**config.mk**
```make
export PLATFORM = sky130hd
export DESIGN_NAME = tcbs_cell
export DESIGN_NICKNAME = d
export VERILOG_FILES = /design/src/rtl/assert_macros.svh /design/src/rtl/tcbs_pkg.sv /design/src/rtl/tcbs_cell.sv
export SDC_FILE = /design/constraint.sdc
export NUM_CORES = 1
export LEC_CHECK = 0
export BUFFER_PORTS_ARGS = -buffer_cell sky130_fd_sc_hd__buf_2
export CORE_MARGIN = 2
export CORE_UTILIZATION = 45
export DETAILED_ROUTE_END_ITERATION = 10
export PLACE_DENSITY_LB_ADDON = 0.2
export SYNTH_ARGS = -nofsm -noshare
export SYNTH_HDL_FRONTEND = slang
export SYNTH_SLANG_ARGS = --single-unit
```
**constraint.sdc**
```tcl
create_clock -name clk -period 4.31 [get_ports clk]
set_input_delay 0.2155 -clock clk [delete_from_list [all_inputs] [get_ports clk]]
set_output_delay 0.2155 -clock clk [all_outputs]
set_load 0.02 [all_outputs]
```
**src/rtl/assert_macros.svh**
```systemverilog
// Assertion macros shared by the RTL files that check their own behavior.
`ifndef ASSERT_MACROS_SVH
`define ASSERT_MACROS_SVH

// Checks a property that must hold at every rising clock edge outside reset.
`define TCBS_ASSERT(lbl, clk_sig, rst_n_sig, prop) \
	lbl: assert property (@(posedge clk_sig) disable iff (!rst_n_sig) (prop)) \
		else $error("tcbs assertion failed");

// Checks that an antecedent implies a consequent in the same cycle.
`define TCBS_ASSERT_IMPL(lbl, clk_sig, rst_n_sig, ante, cons) \
	lbl: assert property (@(posedge clk_sig) disable iff (!rst_n_sig) (ante) |-> (cons)) \
		else $error("tcbs implication failed");

`endif

```
**src/rtl/tcbs_pkg.sv**
```systemverilog
// Shared constants, types and state encoding of the cut height search unit.
package tcbs_pkg;

	localparam int MAX_ITEMS    = 1024;
	localparam int LENGTH_WIDTH = 20;
	localparam int ADDR_W       = $clog2(MAX_ITEMS);
	localparam int CNT_W        = $clog2(MAX_ITEMS + 1);
	localparam int SUM_W        = LENGTH_WIDTH + CNT_W;
	localparam int SLICE_W      = 8;
	localparam int NUM_CELLS    = (SUM_W + SLICE_W - 1) / SLICE_W;
	localparam int CHAIN_W      = NUM_CELLS * SLICE_W;
	localparam int DRAIN_W      = $clog2(NUM_CELLS + 2);
	localparam int TARGET_W     = 30;
	localparam int APB_DATA_W   = 32;
	localparam int PADDR_W      = 3;
	localparam int REG_IDX_W    = PADDR_W - 2;

	localparam logic [REG_IDX_W-1:0] REG_TARGET_TOTAL = '0;

	typedef enum logic [2:0] {
		ST_LOAD,
		ST_PROBE,
		ST_WALK,
		ST_DRAIN,
		ST_DECIDE,
		ST_FINISH
	} state_t;

	typedef struct packed {
		logic               clear;
		logic               carry;
		logic [CHAIN_W-1:0] addend;
	} cell_link_t;

endpackage

```
**src/rtl/tcbs_cell.sv**
```systemverilog
// One slice of the carry-pipelined excess accumulator chain.
module tcbs_cell (
	input  logic                                clk,
	input  logic                                arst_n,
	input  tcbs_pkg::cell_link_t                link_in,
	output tcbs_pkg::cell_link_t                link_out,
	output logic [tcbs_pkg::SLICE_W-1:0]        acc
);

	logic [tcbs_pkg::SLICE_W-1:0] acc_q;
	logic [tcbs_pkg::SLICE_W-1:0] base;
	logic [tcbs_pkg::SLICE_W:0]   slice_sum;
	tcbs_pkg::cell_link_t         link_q;

	always_comb begin
		base      = link_in.clear ? '0 : acc_q;
		slice_sum = {1'b0, base} + {1'b0, link_in.addend[tcbs_pkg::SLICE_W-1:0]}
			+ {{tcbs_pkg::SLICE_W{1'b0}}, link_in.carry};
	end

	always_ff @(posedge clk or negedge arst_n) begin
		if (!arst_n) begin
			acc_q  <= '0;
			link_q <= '0;
		end else begin
			acc_q         <= slice_sum[tcbs_pkg::SLICE_W-1:0];
			link_q.clear  <= link_in.clear;
			link_q.carry  <= slice_sum[tcbs_pkg::SLICE_W];
			link_q.addend <= link_in.addend >> tcbs_pkg::SLICE_W;
		end
	end

	assign link_out = link_q;
	assign acc      = acc_q;

endmodule
```
==> metrics.txt <==
r2r startpoint acc[0]$_DFF_PN0_; actual slew at the worst max-slew pin slightly above 700 ps; reg2reg end acc[5]$_DFF_PN0_; clock sinks 34; ys flop type dfrtp_1; Period minus WS final roughly 1700 ps; setup TNS 0 ps; Worst setup startpoint acc[0]$_DFF_PN0_; FFs w/ async S/R, synth 1.00; most common cell in the netlist dfrtp_1; Total GRT Usage 0.201; # diodes 0; Synth area leader dfrtp_1; Slew HR 0.529; adder-cell share of the synthesized area 0.0971; Nets 240; unrepaired setup endpoints after global routing no; die height around 58 µm; CP Data Arrival Time 1940 ps; top-area cell type share of the netlist area 0.647; worst min-delay path category primary input to register; vias in the first global route between 1k and 1.5k; Final Routed Wirelength between 3000 and 4000 µm; RePlAce Congestion between 0.7 and 0.8; Synth Area in Simple Gates 0.0866; XOR/XNOR Fraction of Synth Area 0.0200; yosys warns 0; Yosys reg bits 34; main combinational cell family by area after synthesis adder cells; Peak supply drop 0.000341 V; CTS tree yes; Hold Path Stages 1; M2 GR Usage 0.354; final hold violations 0; max cap viols 0; area added between synthesis and finish 50.5%; Top Ports a little under 80; Syn Area/Cell between 10 and 15 µm²; r2r worst-path depth 6; GR Overflow Total 0; Core ar. 2760 µm²; H-Tree Level Count 2; Root Buffer clkbuf_4; # rows 19; flop-to-flop setup slack around 2600 ps; crit-path cells nand2b_1, fa_1, nand3b_1, a21oi_2, nor4_1, a311o_1; worst-case clock buffer depth 2; CTS buffer count 5; Final ANT Viol Nets 0; initial antenna violation count 0; Yosys cell types 28; worst stage delay on the critical path 380 ps; Final period util 0.402; critical path endpoint category register; Slew Viols, Final 0; met3 Use GR 0.0580; Pleak roughly 0.001 µW; Vias/cell between 4 and 5; slowest CP cell dfrtp_1; multiplexer share of the synthesized area 0; clock transition at the registers of the reported paths approximately 100 ps; Buffers on Ports 69; synthesized instance count 95; number of DRC markers in iteration 0 13; WL/cell between 10 and 15 µm; hpwl dp 2030 µm; # setup viols final 0; top cells by count, synth dfrtp_1, buf_4, nor2b_1, ha_1, inv_1; clk_lat worst skew between 300 and 400 ps; post-synthesis sequential area ratio 0.647; Min-Delay Endpoint link_out[33]$_DFF_PN0_; WS Path Type register to register; hold_sp link_in[33]; hold slack final approximately 100 ps; Post-synth EDFFs 0; DRC 0; Die X 58.1 µm; Cell Pwr Density approximately 460 nW/µm²; Starting Density 0.477; CP Launch Type register; share of cells above drive strength 1 0.408; Compound-Gate Fraction of Synth Area 0.0809; dominant cells by area after synthesis dfrtp_1, ha_1, buf_4; first-pass GRT wire length 4850 µm; GR peak layer met2; DR pass1 iterations 4; pin count of the biggest net entering global routing 35; Mapped Area 1320 µm²; met1 Usage GRT 0.220; skew final around 6.2 ps; fmax ~580 MHz; outcome complete, no violations; die footprint 3370 µm²; crit-path max FO 3; Vias roughly 1.1k; critical path required time roughly 4500 ps
[layout make-up]
class,instances,area (µm²)
tap,31,38.8
sequential,34,851
multi-input combinational,53,404
fill,206,778
timing repair buffer,94,596
clock buffer,6,51.3
inverter,7,26.3
clock inverter,2,12.5
[cell families after synthesis]
logic type,after synthesis
DFF,34
and+or+nand+nor,19
buffers and inverters,15
AOI/OAI and AO/OA,14
adders and majority gates,9
xor gates and xnor gates,3
other,1
[power by group]
| part | internal (µW) | switching (µW) | leakage, µW |
|---|---|---|---|
| combinational | 139 | 188 | 0.000593 |
| sequential | 369 | 23.6 | 0.000397 |
| clock | 78.4 | 103 | 0.0000343 |
[metal layers]
| layer | vias to the layer above | wire [µm] |
|---|---|---|
| met5 | - | 0 |
| met4 | 0 | 37 |
| met3 | 5 | 291 |
| met2 | 51 | 1580 |
| met1 | 502 | 1140 |
| li1 | 502 | - |
[what timing repair did]
item | 4_1_cts | 5_1_grt
gates resized for setup | 0 | 0
hold buffers | 25 | 0
hold endpoints to repair | 58 | 0
setup buffers | 0 | 0
[cell usage in the layout (no fill, tap or decap), types with 2 or more instances in the layout]
master,n
a21o_1,2
a21oi_1,3
a21oi_2,2
a311o_1,2
buf_2,69
clkbuf_4,5
conb_1,8
dfrtp_1,34
dlygate4sd3_1,25
fa_1,2
ha_1,7
inv_1,6
nand2b_1,2
nand3b_1,2
nor2b_1,8
xor2_1,2
[worst max-delay path, delay by kind of cell, from the launching register on]
family          cells  cell delay (ps)
compound gates      2              510
flops               1              380
fa+ha+maj           1              380
simple gates        3              350
[flip-flops by register name (all words and copies together), names as in the netlist]
name / count
acc: 8
link_out: 26
[how the worst max path moves through the flow]
stage / to / slack (ps) / cells after the start
2_1_floorplan: acc[5]$_DFF_PN0_ / 2570 / 6
3_3_place_gp: acc[5]$_DFF_PN0_ / 2510 / 7
3_5_place_dp: acc[5]$_DFF_PN0_ / 2440 / 7
4_1_cts: acc[5]$_DFF_PN0_ / 2560 / 6
5_1_grt: acc[5]$_DFF_PN0_ / 2420 / 6
6_report: acc[5]$_DFF_PN0_ / 2580 / 6
[through the flow]
stage,power [µW],area [µm²],cells,setup WS [ps],util
5_1_grt,956,1980,227,2420,0.718
3_5_place_dp,709,1670,194,2440,0.604
6_report,902,1980,227,2580,0.718
2_1_floorplan,610,1340,102,2570,-
3_3_place_gp,701,1670,194,2510,0.604
4_1_cts,910,1980,227,2560,0.718
Power figures use the tool's default switching activity.
