`src/rtl/assert_macros.svh`:
```
// Assertion macros shared by the RTL files that check their own behavior.
`ifndef ASSERT_MACROS_SVH
`define ASSERT_MACROS_SVH

// Checks a property that must hold at every rising clock edge outside reset.
`define TCBS_ASSERT(lbl, clk_sig, rst_n_sig, prop) \
	lbl: assert property (@(posedge clk_sig) disable iff (!rst_n_sig) (prop)) \
		else $error("tcbs assertion failed");

// Checks that an antecedent implies a consequent in the same cycle.
`define TCBS_ASSERT_IMPL(lbl, clk_sig, rst_n_sig, ante, cons) \
	lbl: assert property (@(posedge clk_sig) disable iff (!rst_n_sig) (ante) |-> (cons)) \
		else $error("tcbs implication failed");

`endif

```
`src/rtl/tcbs_ram.sv`:
```
// Generic single-port-write, single-port-read RAM with registered read data.
module tcbs_ram #(
	parameter int DATA_W = 8,
	parameter int DEPTH  = 16
) (
	input  logic                     clk,
	input  logic                     we,
	input  logic [$clog2(DEPTH)-1:0] waddr,
	input  logic [DATA_W-1:0]        wdata,
	input  logic                     re,
	input  logic [$clog2(DEPTH)-1:0] raddr,
	output logic [DATA_W-1:0]        rdata
);

	logic [DATA_W-1:0] mem_q [DEPTH];
	logic [DATA_W-1:0] rdata_q;

	always_ff @(posedge clk) begin
		if (we) begin
			mem_q[waddr] <= wdata;
		end
		if (re) begin
			rdata_q <= mem_q[raddr];
		end
	end

	assign rdata = rdata_q;

endmodule

```
`config.mk`:
```
export PLATFORM = sky130hd
export DESIGN_NAME = tcbs_ram
export DESIGN_NICKNAME = d
export VERILOG_FILES = /design/src/rtl/assert_macros.svh /design/src/rtl/tcbs_ram.sv
export SDC_FILE = /design/constraint.sdc
export NUM_CORES = 1
export LEC_CHECK = 0
export BUFFER_PORTS_ARGS = -buffer_cell sky130_fd_sc_hd__buf_2
export CORE_MARGIN = 10
export CORE_UTILIZATION = 37
export DETAILED_ROUTE_END_ITERATION = 7
export SYNTH_ARGS = -nofsm -noshare
export SYNTH_HDL_FRONTEND = slang
export SYNTH_SLANG_ARGS = --single-unit
```
`constraint.sdc`:
```
create_clock -name clk -period 2.3 [get_ports clk]
set_clock_uncertainty 0.05 [all_clocks]
set_input_delay 0.46 -clock clk [delete_from_list [all_inputs] [get_ports clk]]
set_output_delay 0.46 -clock clk [all_outputs]
set_load 0.02 [all_outputs]
```
==> results of run 1 <==
==> stage by stage <==
step / cell area [um2] / hold WS, ns
3_3_place_gp: 5730 / 0.692
5_1_grt: 6360 / 0.356
4_1_cts: 6360 / 0.353
6_report: 6360 / 0.364
3_5_place_dp: 5730 / 0.703
2_1_floorplan: 5230 / 0.509
==> cell usage in the layout, fill, tap and decap left out <==
master and count:
nand2b_1 2, buf_2 26, inv_6 3, nor2_1 13
clkinv_1 2, mux4_1 14, edfxtp_1 136, bufinv_16 4
nand2_1 9, and2_1 1, buf_4 21, a22oi_1 16
clkbuf_16 17, nor2b_1 1, nand3_1 1, nor3_1 4
clkinvlp_4 2, clkinv_4 3, clkinv_2 1, nand3b_1 2
mux4_2 18, and2b_1 1, buf_12 4, or3b_2 1
==> layer usage <==
| metal | wire [um] | up-vias | global-route usage (%) | part of all wire [%] |
|---|---|---|---|---|
| met2 | 5190 | 70 | 17.8 | 49 |
| met5 | 0 | - | 0 | 0 |
| met4 | 65 | 0 | 3.29 | 0.61 |
| met3 | 534 | 6 | 3.90 | 5.0 |
| li1 | - | 1101 | - | - |
| met1 | 4840 | 1280 | 14.6 | 45 |
==> power by group <==
group | switching (uW) | internal (uW) | leakage (uW)
clock | 1030 | 1820 | 0.000299
sequential | 13.4 | 2790 | 0.00124
combinational | 166 | 120 | 0.000622
==> sequential cells by signal, indices dropped and copies added, names as in the netlist <==
signal	count
rdata	8
mem_q	128
==> worst max path at each step <==
stage | from | to | slack (ns) | cells past startpoint
after floorplan | waddr[2] | mem_q[0][0] | 0.30 | 2
after global placement | raddr[0] | rdata[1] | 0.13 | 6
after detailed placement | raddr[0] | rdata[1] | 0.13 | 6
after CTS | raddr[0] | rdata[1] | 0.56 | 6
after global routing | raddr[0] | rdata[4] | 0.48 | 6
final | raddr[0] | rdata[4] | 0.57 | 6
==> critical path, cell delays in order <==
cell	delay (ns)
buf_2	0.19
buf_12	0.18
buf_12	0.14
mux4_1	0.55
a22oi_1	0.23
nand2_1	0.08
==> layout make-up <==
| cell class | count | area (um2) |
|---|---|---|
| clock buffer | 17 | 425 |
| timing repair buffer | 51 | 368 |
| clock inverter | 15 | 200 |
| sequential | 136 | 4080 |
| fill | 1181 | 7520 |
| multi-input combinational | 83 | 1060 |
| tap | 180 | 225 |
==> logic make-up after synthesis <==
kind of cell	Yosys count	share of synthesized area (%)
muxes	32	14.8
and+or+nand+nor	35	3.14
DFF	136	78.1
buffers and inverters	10	1.65
AOI/OAI and AO/OA	16	2.30
==> impl_metrics.env, run 1 <==
export IMPL_cp_end_kind="register"
export IMPL_clock_fmax_mhz=578
export IMPL_initial_core_util_pct=37.7
export IMPL_avgRoutedWirePerCell_um=22.0
export IMPL_worstPathArrival_ns=1.83
export IMPL_clk_pin_slew_ns=0.06
export IMPL_critPathKind="input port to register"
export IMPL_synth_common_cells="edfxtp_1, mux4_2, a22oi_1"
export IMPL_post_cts_resized=0
export IMPL_grt_pass1_wl_mm=16.3
export IMPL_tightest_slew_ns=0.377
export IMPL_fin_crit_sh_pct=75.2
export IMPL_ir_drop_mv=0.574
export IMPL_status="completed"
export IMPL_reg2reg_depth=3
export IMPL_slew_limit_headroom_pct=74.9
export IMPL_synth_top_area_cell="edfxtp_1"
export IMPL_ys_warnings_count=0
export IMPL_rows=43
export IMPL_synth_most_common_cell="edfxtp_1"
export IMPL_ys_async_sr_fraction_pct=0
export IMPL_hold_path_class="input port to register"
export IMPL_antenna_found_initial=0
export IMPL_fin_ws_ns=0.569
export IMPL_cap_violations=0
export IMPL_setup_viol=0
export IMPL_drc=0
export IMPL_final_nets=308
export IMPL_die_area_um2=19300
export IMPL_synth_area_um2=5230
export IMPL_synth_area_top_cells="edfxtp_1, mux4_2, mux4_1, a22oi_1, nor2_1"
export IMPL_pre_cts_ws_ns=0.126
export IMPL_via_count=2457
export IMPL_post_cts_buffers=0
export IMPL_rr_startpoint="mem_q[2][6]"
export IMPL_area_growth_pct=21.7
export IMPL_hold_viol=0
export IMPL_grt_max_degree=21
export IMPL_drt_iter0_drc=319
export IMPL_numClockSinks=136
export IMPL_power_leakage_uw=0.00216
export IMPL_fin_cells=482
export IMPL_layout_min_cycle_time_ns=1.73
export IMPL_start_kind="input port"
export IMPL_ys_ff_latch=136
export IMPL_antenna_cells=0
export IMPL_ant_nets=0
export IMPL_gp_congestion=0.735
export IMPL_die_height_um=139
export IMPL_cp_max_fo=10
export IMPL_htreeDepth=4
export IMPL_cts_tree="yes"
export IMPL_reg2reg_to="rdata[6]"
export IMPL_ys_seq_area_share_pct=78.1
export IMPL_synth_cell_type_count=18
export IMPL_grt_overflow_total=0
export IMPL_synth_top_cell_area_share_pct=78.1
export IMPL_synth_nets=248
export IMPL_io_buffers=26
export IMPL_total_power_uw=5940
export IMPL_utilization_pct=45.8
export IMPL_routed_wl_mm=10.6
export IMPL_clk_latency_ns=0.41
export IMPL_crit_required_ns=2.40
export IMPL_holdPathEnd="rdata[7]"
export IMPL_syn_inst=229
export IMPL_grt_usage_pct=11.4
export IMPL_drtPass1Iterations=4
export IMPL_root_buffer="clkbuf_16"
export IMPL_dp_cells=450
export IMPL_synth_edff_count=136
export IMPL_drive_gt1_share_pct=33.1
export IMPL_setup_tns_ns=0
export IMPL_drv_slew=0
export IMPL_clock_path_buffers=2
export IMPL_p_per_area_nw_per_um2=934
export IMPL_hold_depth=1
export IMPL_pin_count=27
export IMPL_synthFlopType="edfxtp_1"
export IMPL_post_dp_hpwl_mm=7.05
export IMPL_rrSetupSlack_ns=0.78
export IMPL_rsz0062_at_grt="no"
export IMPL_syn_avg_cell_area_um2=22.8
export IMPL_viasPerCell=5.10
export IMPL_cts_buffers=17
export IMPL_coreArea_um2=13900
export IMPL_hold_start="re"
export IMPL_cts_hold_buf=0
export IMPL_die_w_um=139
export IMPL_grt_pass1_vias=2728
Note: power is estimated with default switching activity, not from simulation.
==> run 2: changes to the inputs <==
clock period = 1.39 ns   (was 2.3 ns; I/O delays follow)
==> impl_metrics.env, run 2 (synthesized netlist as in run 1, its figures left out) <==
export IMPL_start_kind="register"
export IMPL_hold_path_class="input port to register"
export IMPL_grt_max_degree=19
export IMPL_setup_viol=7
export IMPL_pin_count=27
export IMPL_ant_nets=0
export IMPL_layout_min_cycle_time_ns=1.44
export IMPL_slew_limit_headroom_pct=39.4
export IMPL_layout_commonest_cell="edfxtp_1"
export IMPL_grtUsageMet1_pct=13.5
export IMPL_io_buffers=26
export IMPL_final_cell_mix="edfxtp_1, mux4_2, buf_2, buf_4, clkbuf_16"
export IMPL_grt_pass1_wl_mm=15.6
export IMPL_clk_pin_slew_ns=0.05
export IMPL_power_leakage_uw=0.00206
export IMPL_clock_fmax_mhz=693
export IMPL_initial_core_util_pct=37.7
export IMPL_clock_path_buffers=2
export IMPL_use_met2_pct=16.5
export IMPL_fin_crit_sh_pct=104
export IMPL_grt_pass1_vias=2597
export IMPL_pre_cts_ws_ns=-0.450
export IMPL_top_register="mem_q"
export IMPL_worstPathArrival_ns=1.53
export IMPL_cp_max_fo=1
export IMPL_reg2reg_depth=3
export IMPL_gp_congestion=0.717
export IMPL_hold_viol=0
export IMPL_viasPerCell=5.10
export IMPL_violations="setup timing"
export IMPL_die_height_um=139
export IMPL_rows=43
export IMPL_hold_ws_ns=0.195
export IMPL_root_buffer="clkbuf_16"
export IMPL_routed_wl_mm=9.88
export IMPL_avgRoutedWirePerCell_um=20.6
export IMPL_antenna_cells=0
export IMPL_via_count=2444
export IMPL_holdPathEnd="rdata[2]"
export IMPL_ir_drop_mv=0.963
export IMPL_rsz0062_at_grt="yes"
export IMPL_drtPass1Iterations=5
export IMPL_tightest_slew_ns=0.906
export IMPL_post_dp_hpwl_mm=6.57
export IMPL_clk_latency_ns=0.41
export IMPL_p_per_area_nw_per_um2=1400
export IMPL_num_fill_cells=1178
export IMPL_cap_violations=0
export IMPL_numClockSinks=136
export IMPL_coreArea_um2=13900
export IMPL_reg2reg_to="rdata[4]"
export IMPL_crit_required_ns=1.48
export IMPL_cts_tree="yes"
export IMPL_drv_slew=0
export IMPL_final_nets=309
export IMPL_hold_start="re"
export IMPL_rr_startpoint="mem_q[3][4]"
export IMPL_grt_usage_pct=10.8
export IMPL_drive_gt1_share_pct=41.1
export IMPL_grt_overflow_total=0
export IMPL_cts_hold_buf=0
export IMPL_grt_util_met3_pct=3.49
export IMPL_total_power_uw=8790
export IMPL_area_growth_pct=20.4
export IMPL_drt_iter0_drc=244
export IMPL_critPathKind="register to register"
export IMPL_die_area_um2=19300
export IMPL_largest_reg_flops=128
export IMPL_antenna_found_initial=0
export IMPL_grt_busiest_layer="met2"
export IMPL_hold_depth=1
export IMPL_cts_buffers=17
export IMPL_drc=0
export IMPL_fin_ws_ns=-0.0525
export IMPL_htreeDepth=4
export IMPL_status="complete, but fails checks"
export IMPL_cp_end_kind="register"
export IMPL_die_w_um=139
export IMPL_utilization_pct=45.3
export IMPL_rrSetupSlack_ns=-0.05
==> run 2: changes by cell type in the layout (fill, tap and decap cells not counted), moves of 9 or more <==
cell / before / now
mux4_2: 18 / 32
a22oi_1: 16 / 7
a22oi_2: 0 / 9
mux4_1: 14 / 0
==> run 2: stage by stage <==
| step | cell area [um2] | std cells | TNS [ns] |
|---|---|---|---|
| after global routing | 6290 | 479 | -0.585 |
| after detailed placement | 5780 | 451 | -10.24 |
| after global placement | 5780 | 451 | -9.17 |
| after CTS | 6280 | 479 | -0.315 |
| after floorplan | 5250 | 229 | -1.42 |
| final | 6290 | 479 | -0.177 |
==> run 2: what timing repair did <==
action,in CTS,in global routing
gates cloned,0,0
endpoints found under the setup margin,8,8
buffers inserted,0,0
pin swaps,4,2
gates resized for setup,6,4
==> run 2: layer usage <==
| layer | vias to the layer above | part of all wire, % |
|---|---|---|
| met5 | - | 0 |
| met4 | 0 | 1.7 |
| met3 | 11 | 5.5 |
| met2 | 73 | 49 |
| met1 | 1272 | 44 |
| li1 | 1088 | - |
==> run 2: final cells by class <==
| class | count | area [um2] | area share [%] |
|---|---|---|---|
| flip-flops and latches | 136 | 4080 | 64.9 |
| multi-input cells | 83 | 1090 | 17.3 |
| clock buffers | 20 | 437 | 6.94 |
| clock inverters | 8 | 36.3 | 0.577 |
| well taps | 180 | 225 | 3.58 |
| repair buffers | 52 | 425 | 6.76 |
==> run 2: how the worst max path moves through the flow <==
stage	from	endpoint	depth (start not counted)	slack (ns)
after floorplan	raddr[0]	rdata[1]	5	-0.14
after global placement	raddr[0]	rdata[3]	5	-0.45
after detailed placement	raddr[0]	rdata[6]	5	-0.45
after CTS	mem_q[3][4]	rdata[4]	3	-0.06
after global routing	mem_q[11][4]	rdata[4]	3	-0.10
final	mem_q[3][4]	rdata[4]	3	-0.05
==> run 2: power breakdown <==
group	leakage (uW)	switching (uW)	internal [uW]	total (uW)
registers	0.00124	26.3	4630	4650
clock network	0.000237	1450	2190	3640
logic	0.000591	278	220	499
==> run 2: worst max-delay path, stage by stage (launching register included) <==
cell	delay, ns
edfxtp_1	0.36
mux4_2	0.48
a22oi_2	0.17
nand2_1	0.11
==> run 3: changes to the inputs <==
CORE_ASPECT_RATIO = 1.2   (was not set)
==> impl_metrics.env, run 3 (synthesized netlist as in run 1, its figures left out) <==
export IMPL_cap_violations=0
export IMPL_pin_count=27
export IMPL_pre_cts_ws_ns=-0.432
export IMPL_start_kind="register"
export IMPL_antenna_found_initial=0
export IMPL_largest_reg_flops=128
export IMPL_critPathKind="register to register"
export IMPL_htreeDepth=4
export IMPL_worstPathArrival_ns=1.56
export IMPL_p_per_area_nw_per_um2=1500
export IMPL_crit_required_ns=1.49
export IMPL_grt_pass1_vias=2727
export IMPL_avgRoutedWirePerCell_um=21.0
export IMPL_ant_nets=0
export IMPL_top_register="mem_q"
export IMPL_tightest_slew_ns=0.893
export IMPL_num_fill_cells=1130
export IMPL_reg2reg_to="rdata[3]"
export IMPL_cp_end_kind="register"
export IMPL_total_power_uw=9660
export IMPL_die_area_um2=19300
export IMPL_layout_min_cycle_time_ns=1.47
export IMPL_fin_crit_sh_pct=106
export IMPL_rr_startpoint="mem_q[3][3]"
export IMPL_hold_path_class="input port to register"
export IMPL_final_cell_area_um2=6430
export IMPL_cts_tree="yes"
export IMPL_rows=47
export IMPL_hold_viol=0
export IMPL_grt_overflow_total=0
export IMPL_hold_ws_ns=0.192
export IMPL_grt_max_degree=19
export IMPL_drive_gt1_share_pct=44.0
export IMPL_drt_iter0_drc=146
export IMPL_rsz0062_at_grt="yes"
export IMPL_hold_start="re"
export IMPL_cp_max_fo=1
export IMPL_die_height_um=150
export IMPL_clock_path_buffers=2
export IMPL_status="complete, but fails checks"
export IMPL_root_buffer="clkbuf_16"
export IMPL_dpl_cell_area_um2=5780
export IMPL_slew_limit_headroom_pct=40.2
export IMPL_utilization_pct=46.5
export IMPL_reg2reg_depth=3
export IMPL_power_leakage_uw=0.00215
export IMPL_io_buffers=26
export IMPL_routed_wl_mm=10.1
export IMPL_clock_fmax_mhz=681
export IMPL_final_cell_mix="edfxtp_1, mux4_2, buf_4, buf_2, clkbuf_16"
export IMPL_grt_pass1_wl_mm=16.1
export IMPL_drtPass1Iterations=4
export IMPL_post_dp_hpwl_mm=6.97
export IMPL_coreArea_um2=13800
export IMPL_hold_depth=1
export IMPL_fin_ws_ns=-0.0777
export IMPL_drc=0
export IMPL_antenna_cells=0
export IMPL_clk_pin_slew_ns=0.06
export IMPL_rrSetupSlack_ns=-0.08
export IMPL_cts_buffers=17
export IMPL_via_count=2470
export IMPL_holdPathEnd="rdata[6]"
export IMPL_setup_viol=7
export IMPL_initial_core_util_pct=37.8
export IMPL_grt_usage_pct=11.4
export IMPL_drv_slew=0
export IMPL_viasPerCell=5.15
export IMPL_die_w_um=129
export IMPL_layout_commonest_cell="edfxtp_1"
export IMPL_clk_latency_ns=0.40
export IMPL_gp_congestion=0.758
export IMPL_final_nets=316
export IMPL_area_growth_pct=23.0
export IMPL_numClockSinks=136
export IMPL_violations="setup timing"
export IMPL_ir_drop_mv=0.895
-- run 3: cell types whose count changed in the layout (fill, tap and decap cells not counted), sizes merged --
cell / before / now
clkinvlp: 0 / 3
clkinv: 8 / 7
clkbuf: 20 / 17
bufinv: 0 / 4
buf: 52 / 59
-- run 3: critical path: stages (launching register included) --
cell and delay, ns:
edfxtp_1 0.36, mux4_2 0.50, a22oi_2 0.23, nand2_1 0.07
-- run 3: where the power goes --
part	switching (uW)	internal, uW	total [uW]
logic	283	220	502
clock network	1540	2970	4510
registers	22.5	4620	4650
total	1840	7810	9660
-- run 3: repair_timing --
| action | CTS | global route |
|---|---|---|
| endpoints found under the setup margin | 8 | 8 |
| cloned | 0 | 0 |
| pin swaps | 3 | 3 |
| buffers inserted | 0 | 0 |
| resized for setup | 7 | 2 |
| hold buffers | 0 | 0 |
| endpoints found under the hold margin | 0 | 0 |
-- run 3: per-stage QoR --
step           TNS (ns)  cells
6_report         -0.220    480
3_5_place_dp     -12.23    449
4_1_cts          -0.277    480
2_1_floorplan     -1.42    229
5_1_grt          -0.733    480
3_3_place_gp     -11.11    449
-- run 3: metal layers --
metal | wire length [um] | part of all wire [%] | track usage (%)
met1 | 4260 | 42 | 13.0
met4 | 108 | 1.1 | 4.85
met2 | 5380 | 53 | 19.3
met3 | 343 | 3.4 | 3.48
met5 | 0 | 0 | 0
-- run 3: final cells by class --
cell class | count | area [um2] | area share, %
Sequential cell | 136 | 4080 | 63.5
Timing Repair Buffer | 59 | 440 | 6.85
Tap cell | 171 | 214 | 3.33
Multi-Input combinational cell | 83 | 1080 | 16.8
Clock buffer | 17 | 425 | 6.62
Clock inverter | 14 | 183 | 2.84
-- run 3: worst max-delay path by stage --
stage | from | end | slack (ns) | cells after the start
4_1_cts | mem_q[0][5] | rdata[5] | -0.05 | 3
3_5_place_dp | raddr[0] | rdata[3] | -0.43 | 5
5_1_grt | mem_q[3][3] | rdata[3] | -0.13 | 3
3_3_place_gp | raddr[0] | rdata[3] | -0.42 | 5
6_report | mem_q[3][3] | rdata[3] | -0.08 | 3
2_1_floorplan | raddr[0] | rdata[1] | -0.14 | 5
